File: src/hdl/sorted_list_engine_top_macros.svh
// Assertion helpers shared by the sorted list engine RTL.
// Each use names a label and checks on the rising edge of clock, off while reset is high.
`ifndef SORTED_LIST_ENGINE_TOP_MACROS_SVH
`define SORTED_LIST_ENGINE_TOP_MACROS_SVH

// Same-cycle implication.
`define SLE_ASSERT_NOW(lbl, ante, cons) \
   lbl: assert property (@(posedge clock) disable iff (reset) (ante) |-> (cons)) \
      else $error("sorted list engine check failed");

// Next-cycle implication.
`define SLE_ASSERT_NEXT(lbl, ante, cons) \
   lbl: assert property (@(posedge clock) disable iff (reset) (ante) |=> (cons)) \
      else $error("sorted list engine check failed");

`endif

File: src/hdl/sle_pkg.sv
package sle_pkg;

   localparam int VALUE_W = 32;
   localparam int OP_W    = 2;
   localparam int COUNT_W = 5;

   localparam logic [OP_W-1:0] OP_INSERT = 2'd0;
   localparam logic [OP_W-1:0] OP_REMOVE = 2'd1;
   localparam logic [OP_W-1:0] OP_QUERY  = 2'd2;
   localparam logic [OP_W-1:0] OP_NOP    = 2'd3;

   // One operation walking down the row of cells.
   typedef struct packed {
      logic               live;
      logic [OP_W-1:0]    kind;
      logic [VALUE_W-1:0] key;
      logic [VALUE_W-1:0] carry;
      logic               hit;
   } sle_token_type;

endpackage

File: src/hdl/sorted_list_engine_top.sv
// Sorted list engine: keeps up to DEPTH signed 32-bit values in ascending order
// in a row of DEPTH cells, one value per cell. Each request beat (insert,
// remove, query) launches a token that moves one cell per clock down the row;
// every cell compares, swaps or shifts locally as the token passes. One item
// is in flight at a time: a request goes from acceptance to the response beat
// through the launch register, the token walk over the DEPTH cells, the finish
// state and the output register. A response waiting on rsp_ready does not block
// the next request. Inserts into a full list are rejected and leave it unchanged.
`include "sorted_list_engine_top_macros.svh"

module sorted_list_engine_top #(
   parameter int DEPTH = 16
) (
   input  logic                                 clock,
   input  logic                                 reset,
   input  logic                                 req_valid,
   output logic                                 req_ready,
   input  logic [sle_pkg::OP_W-1:0]             req_op,
   input  logic signed [sle_pkg::VALUE_W-1:0]   req_value,
   output logic                                 rsp_valid,
   input  logic                                 rsp_ready,
   output logic                                 rsp_found,
   output logic [sle_pkg::COUNT_W-1:0]          rsp_count,
   output logic                                 rsp_rejected
);

   localparam int CW = $clog2(DEPTH + 1);

   localparam logic [1:0] ST_IDLE = 2'd0;
   localparam logic [1:0] ST_WALK = 2'd1;
   localparam logic [1:0] ST_DONE = 2'd2;

   logic [1:0]                     state_ff, state_in;
   logic [CW-1:0]                  count_ff, count_in;
   sle_pkg::sle_token_type         tok_ff, tok_in;
   logic [sle_pkg::OP_W-1:0]       kind_ff, kind_in;
   logic                           rej_ff, rej_in;
   logic                           res_found_ff, res_found_in;
   logic                           rsp_valid_ff, rsp_valid_in;
   logic                           rsp_found_ff, rsp_found_in;
   logic [sle_pkg::COUNT_W-1:0]    rsp_count_ff, rsp_count_in;
   logic                           rsp_rejected_ff, rsp_rejected_in;

   sle_pkg::sle_token_type         tok_chain [DEPTH+1];
   logic [CW-1:0]                  rem_chain [DEPTH+1];
   logic [sle_pkg::VALUE_W-1:0]    cell_value [DEPTH];
   logic [DEPTH:0]                 live_vec;

   logic                           accept;
   logic                           full;
   logic                           tail;

   assign accept = req_valid && req_ready;
   assign full   = (count_ff == CW'(DEPTH));
   assign tail   = tok_chain[DEPTH].live;

   assign tok_chain[0] = tok_ff;
   assign rem_chain[0] = count_ff;

   genvar gi;
   generate
      for (gi = 0; gi < DEPTH; gi++) begin : g_cell
         logic [sle_pkg::VALUE_W-1:0] nxt;
         if (gi == DEPTH - 1) begin : g_last
            assign nxt = cell_value[gi];
         end else begin : g_mid
            assign nxt = cell_value[gi+1];
         end
         sle_cell #(
            .CW (CW)
         ) u_cell (
            .clock     (clock),
            .reset     (reset),
            .prv_tok   (tok_chain[gi]),
            .prv_rem   (rem_chain[gi]),
            .nxt_value (nxt),
            .tok       (tok_chain[gi+1]),
            .rem       (rem_chain[gi+1]),
            .value     (cell_value[gi])
         );
      end
      for (gi = 0; gi <= DEPTH; gi++) begin : g_live
         assign live_vec[gi] = tok_chain[gi].live;
      end
   endgenerate

   always_comb begin
      state_in        = state_ff;
      count_in        = count_ff;
      tok_in          = tok_ff;
      tok_in.live     = 1'b0;
      kind_in         = kind_ff;
      rej_in          = rej_ff;
      res_found_in    = res_found_ff;
      rsp_valid_in    = rsp_valid_ff && !rsp_ready;
      rsp_found_in    = rsp_found_ff;
      rsp_count_in    = rsp_count_ff;
      rsp_rejected_in = rsp_rejected_ff;
      case (state_ff)
         ST_IDLE: begin
            if (accept) begin
               rej_in       = (req_op == sle_pkg::OP_INSERT) && full;
               kind_in      = rej_in ? sle_pkg::OP_NOP : req_op;
               tok_in.live  = 1'b1;
               tok_in.kind  = kind_in;
               tok_in.key   = req_value;
               tok_in.carry = req_value;
               tok_in.hit   = 1'b0;
               state_in     = ST_WALK;
            end
         end
         ST_WALK: begin
            if (tail) begin
               res_found_in = tok_chain[DEPTH].hit;
               if (kind_ff == sle_pkg::OP_INSERT) begin
                  count_in = count_ff + CW'(1);
               end else if (kind_ff == sle_pkg::OP_REMOVE && tok_chain[DEPTH].hit) begin
                  count_in = count_ff - CW'(1);
               end
               state_in = ST_DONE;
            end
         end
         ST_DONE: begin
            // hold until the output register frees up
            if (!rsp_valid_ff || rsp_ready) begin
               rsp_valid_in    = 1'b1;
               rsp_found_in    = res_found_ff;
               rsp_count_in    = sle_pkg::COUNT_W'(count_ff);
               rsp_rejected_in = rej_ff;
               state_in        = ST_IDLE;
            end
         end
         default: begin
            state_in = ST_IDLE;
         end
      endcase
   end

   always_ff @(posedge clock) begin
      if (reset) begin
         state_ff     <= ST_IDLE;
         count_ff     <= '0;
         tok_ff.live  <= 1'b0;
         rsp_valid_ff <= 1'b0;
      end else begin
         state_ff     <= state_in;
         count_ff     <= count_in;
         tok_ff.live  <= tok_in.live;
         rsp_valid_ff <= rsp_valid_in;
      end
      tok_ff.kind     <= tok_in.kind;
      tok_ff.key      <= tok_in.key;
      tok_ff.carry    <= tok_in.carry;
      tok_ff.hit      <= tok_in.hit;
      kind_ff         <= kind_in;
      rej_ff          <= rej_in;
      res_found_ff    <= res_found_in;
      rsp_found_ff    <= rsp_found_in;
      rsp_count_ff    <= rsp_count_in;
      rsp_rejected_ff <= rsp_rejected_in;
   end

   assign req_ready    = (state_ff == ST_IDLE);
   assign rsp_valid    = rsp_valid_ff;
   assign rsp_found    = rsp_found_ff;
   assign rsp_count    = rsp_count_ff;
   assign rsp_rejected = rsp_rejected_ff;

   `SLE_ASSERT_NOW(a_count_bound, 1'b1, count_ff <= CW'(DEPTH))
   `SLE_ASSERT_NOW(a_one_token, 1'b1, $onehot0(live_vec))
   `SLE_ASSERT_NEXT(a_launch, accept, tok_chain[0].live)
   `SLE_ASSERT_NOW(a_tail_in_walk, tail, state_ff == ST_WALK)
   `SLE_ASSERT_NOW(a_reject_full, rsp_valid_ff && rsp_rejected_ff,
      rsp_count_ff == sle_pkg::COUNT_W'(DEPTH))

endmodule

File: src/hdl/sle_cell.sv
module sle_cell #(
   parameter int CW = 5
) (
   input  logic                          clock,
   input  logic                          reset,
   input  sle_pkg::sle_token_type        prv_tok,
   input  logic [CW-1:0]                 prv_rem,
   input  logic [sle_pkg::VALUE_W-1:0]   nxt_value,
   output sle_pkg::sle_token_type        tok,
   output logic [CW-1:0]                 rem,
   output logic [sle_pkg::VALUE_W-1:0]   value
);

   sle_pkg::sle_token_type        tok_ff, tok_in;
   logic [CW-1:0]                 rem_ff, rem_in;
   logic [sle_pkg::VALUE_W-1:0]   value_ff, value_in;
   logic                          occupied;
   logic                          match;

   always_comb begin
      tok_in   = prv_tok;
      value_in = value_ff;
      occupied = (prv_rem != '0);
      rem_in   = occupied ? (prv_rem - CW'(1)) : '0;
      match    = occupied && (value_ff == prv_tok.key);
      if (prv_tok.live) begin
         case (prv_tok.kind)
            sle_pkg::OP_INSERT: begin
               if (!occupied) begin
                  // first free slot: drop the carried value here and retire
                  value_in    = prv_tok.carry;
                  tok_in.kind = sle_pkg::OP_NOP;
               end else if ($signed(value_ff) >= $signed(prv_tok.carry)) begin
                  value_in     = prv_tok.carry;
                  tok_in.carry = value_ff;
               end
            end
            sle_pkg::OP_REMOVE: begin
               // from the first match on, pull each entry down from the right
               if (prv_tok.hit || match) begin
                  value_in   = nxt_value;
                  tok_in.hit = 1'b1;
               end
            end
            sle_pkg::OP_QUERY: begin
               if (match) begin
                  tok_in.hit = 1'b1;
               end
            end
            default: begin
            end
         endcase
      end
   end

   always_ff @(posedge clock) begin
      if (reset) begin
         tok_ff.live <= 1'b0;
      end else begin
         tok_ff.live <= tok_in.live;
      end
      tok_ff.kind  <= tok_in.kind;
      tok_ff.key   <= tok_in.key;
      tok_ff.carry <= tok_in.carry;
      tok_ff.hit   <= tok_in.hit;
      rem_ff       <= rem_in;
      value_ff     <= value_in;
   end

   assign tok   = tok_ff;
   assign rem   = rem_ff;
   assign value = value_ff;

endmodule

File: config.mk
export PLATFORM = sky130hd
export DESIGN_NAME = sorted_list_engine_top
export DESIGN_NICKNAME = d
export VERILOG_FILES = /design/src/hdl/sle_pkg.sv /design/src/hdl/sorted_list_engine_top.sv /design/src/hdl/sle_cell.sv
export VERILOG_INCLUDE_DIRS = /design/src /design/src/hdl
export SDC_FILE = /design/constraint.sdc
export NUM_CORES = 2
export LEC_CHECK = 0
export ABC_AREA = 0
export BUFFER_PORTS_ARGS = -buffer_cell sky130_fd_sc_hd__buf_4
export CORE_UTILIZATION = 45
export CTS_BUF_LIST = sky130_fd_sc_hd__clkbuf_8
export DETAILED_ROUTE_END_ITERATION = 16
export PLACE_DENSITY_LB_ADDON = 0.2
export SYNTH_ARGS = -nofsm -noshare
export SYNTH_HDL_FRONTEND = slang
export SYNTH_SLANG_ARGS = --single-unit
export TNS_END_PERCENT = 5
File: constraint.sdc
create_clock -name clock -period 6.7 [get_ports clock]
set_input_delay 0.67 -clock clock [delete_from_list [all_inputs] [get_ports clock]]
set_output_delay 0.67 -clock clock [all_outputs]
set_load 0.02 [all_outputs]
==> flow_summary.yaml <==
floorplan:
  die_h_um: 398
  ios: 47
  initial_utilization: 0.455
  rows: 144
  die-area_sq_um: 158000
  die_x_um: 398
  core_area_sq_um: 155000
timing:
  holdWs_ps: 214
  setup_viol: 0
  rsz0062_at_grt: "no"
  hold_violations: 0
  period_share: 0.580
  fin_crit_ps: 3880
  fmax_mhz: 257
  tightest_slew_ps: 1140
  clock_skew_ps: 57.4
  fin_tns_setup_ps: 0
  finalMaxSlewViolations: 0
  fin_ws_ps: 2820
  timing.slew.headroom: 0.237
yosys:
  ys_warn_count: 0
  yosys.cell_types.count: 64
  syn_nets: 6833
  synth_edf_count: 555
  avgSynthCellArea_sq_um: 11.3
  netlist_instances: 6235
  synth-async-reset-ratio: 0
  post-synth-top-count-cell: "dfxtp_1"
  netlist_area_sq_um: 70400
  synth.area.top_cells: "dfxtp_1 (31%), edfxtp_1 (24%), ha_1 (9.9%)"
  synth_area_leader_cell: "dfxtp_1"
  synth_top_area_share: 0.314
  synth_ff_type: "dfxtp_1"
  ys_seq_elements: 1661
  synth_common_cells: "dfxtp_1 (1106), nand2_1 (600), inv_1 (591)"
  yosysSeqAreaShare: 0.551
clock_tree:
  htree_levels: 5
  cts-buffers-inserted: 289
  cts_tree: "yes"
  clkTransAtPathRegs_ps: 60
  postCtsSetupBuffers: 0
  cts_buffer_depth: 4
  cts_sinks: 1661
  clk_latency_ps: 980
  clockRootBuffer: "clkbuf_8"
placement:
  pre_cts_ws_ps: 2940
  portBuffers: 46
  dp_cells: 8217
  gp_congestion: 0.936
  dpl.hpwl_um: 155000
setup_path:
  arrival_ps: 4530
  critPathRequiredTime_ps: 7340
  path_class: "flip-flop to flip-flop"
  end_kind: "flip-flop"
  critPathMaxFanout: 17
  cp-start-kind: "flip-flop"
flow_run:
  max-cap-violations: 0
global_route:
  first_global_vias: 47800
  grt_pass1_wl_um: 299000
  antenna_found_initial: 8
  grt_max_degree: 68
  grt_use_total: 0.254
  grt-ovfl-total: 0
final_layout:
  fillers: 13800
  regArea_sq_um: 38800
  fin_cells: 8762
  multi_input_area_sq_um: 29000
  syn_to_final_growth_pct: 12.3
  fin_nets: 7098
  drive_gt1_frac: 0.144
run_status:
  status: "complete, no violations"
detailed_routing:
  drt_iter0_markers: 3905
  vias: 47500
  totalWireLength_um: 203000
  dr.pass1.iters: 6
  ant_nets: 0
  drc: 0
  wl_per_cell_um: 23.2
  vias_per_cell: 5.42
pwr:
  power.leakage_nw: 33.0
  powerDensity_nw_per_um2: 274
  power.switching_w: 0.00543
  seq_power_share: 0.519
  power.total_w: 0.0217
  p_clk_frac: 0.408
  p_comb_frac: 0.072
  ir_drop_mv: 0.217
  switching_share: 0.250
  p_int_w: 0.0163
min_path:
  hold_path_class: "input port to flip-flop"
[registers in the layout, indices dropped and copies added (netlist names)]
signal and flops:
rsp_rejected 1, rej_ff 1, rsp_valid 1, g_cell.u_cell.value 512
count_ff 5, g_cell.u_cell.tok 1022, live_vec 1, state_ff 2
kind_ff 2, rsp_found 1, rsp_count 5, tok_chain 32
res_found_ff 1, g_cell.u_cell.rem 75
[power groups by stage]
stage / Sequential (W) / Clock, W / Combinational [W]
2_1_floorplan: 0.0113 / 0 / 0.00106
3_3_place_gp: 0.0115 / 0 / 0.00151
3_5_place_dp: 0.0115 / 0 / 0.00153
4_1_cts: 0.0113 / 0.00902 / 0.00156
6_report: 0.0113 / 0.00886 / 0.00157
5_1_grt: 0.0113 / 0.00947 / 0.00175
[layer usage]
| metal | up-vias | global-route usage | part of all wire |
|---|---|---|---|
| li1 | 22400 | - | - |
| met1 | 23300 | 0.338 | 0.44 |
| met2 | 1455 | 0.419 | 0.48 |
| met3 | 330 | 0.0445 | 0.061 |
| met4 | 0 | 0.0759 | 0.025 |
| met5 | - | 0 | 0 |
[cells in the final DEF, fill, tap and decap left out, types with 8 or more instances in the layout]
cell type / Yosys / final
o31ai_1: 9 / 9
xnor2_1: 81 / 81
nor2b_1: 45 / 45
clkinv_2: 0 / 30
ha_2: 0 / 15
ha_1: 560 / 545
o21ai_0: 552 / 552
nand3_1: 96 / 96
a21oi_1: 215 / 214
dlygate4sd3_1: 0 / 36
dfxtp_1: 1106 / 1106
mux2_1: 70 / 70
nor4_1: 145 / 145
nand3b_1: 11 / 11
a21boi_0: 8 / 8
buf_4: 3 / 92
edfxtp_1: 555 / 555
and4_1: 10 / 10
nand2_2: 0 / 9
clkbuf_8: 0 / 349
nor3b_1: 12 / 12
clkinv_1: 0 / 11
mux2_2: 425 / 425
nand2_1: 600 / 591
a2111oi_0: 10 / 10
nand4_1: 147 / 147
nor3_1: 55 / 49
a211o_1: 8 / 8
nor2_1: 110 / 110
nand2b_1: 37 / 37
a211oi_1: 24 / 18
inv_1: 591 / 701
o21a_1: 24 / 24
a21o_1: 33 / 33
xor2_1: 421 / 421
o211ai_1: 17 / 17
a31o_2: 14 / 14
[cells by family (layout without fill, tap and decap cells)]
kind of cell / after synthesis / in the layout / share of synthesized area
AOI/OAI and AO/OA: 964 / 964 / 0.0770
xor gates and xnor gates: 502 / 502 / 0.0624
adders and majority gates: 560 / 560 / 0.0995
buffers and inverters: 745 / 1226 / 0.0408
DFF: 1661 / 1661 / 0.551
muxes: 498 / 498 / 0.0796
other: 0 / 2 / 0
and+or+nand+nor: 1305 / 1305 / 0.0898
[what timing repair did]
action	4_1_cts	5_1_grt
endpoints found under the hold margin	36	0
hold buffers	36	0
setup endpoints to repair	0	0
gates resized for setup	0	0
[path summary, 6_finish.rpt]
check	endpoint	depth (start not counted)	slack [ps]	start
max	g_cell[3].u_cell.value[22]	8	2820	g_cell[3].u_cell.value[31]
min	g_cell[5].u_cell.tok[67]	2	210	reset
max reg2reg	g_cell[3].u_cell.value[22]	8	2820	g_cell[3].u_cell.value[31]
min reg2reg	g_cell[11].u_cell.tok[49]	0	350	g_cell[10].u_cell.tok[49]
[final cells by class]
type | count | area share
sequential | 1661 | 0.491
multi-input combinational | 3829 | 0.366
clock buffer | 349 | 0.0607
tap | 2044 | 0.0323
inverter | 591 | 0.0281
timing repair buffer | 128 | 0.0133
clock inverter | 158 | 0.00858
antenna | 2 | 0.0000633
[metrics by stage]
stage               utilization  instance area (sq um)
floorplan                     -                  70400
global placement          0.473                  73200
detailed placement        0.473                  73200
CTS                       0.511                  79100
global route              0.511                  79100
finish                    0.511                  79100
[critical path, cell delays in order (launching register included)]
cell and delay (ps):
edfxtp_1 440, ha_1 350, nand3_1 140, nor4_1 740, nand3_1 190, and3_1 260
and3_1 220, a211oi_4 780, buf_4 420
Power figures use the tool's default switching activity.
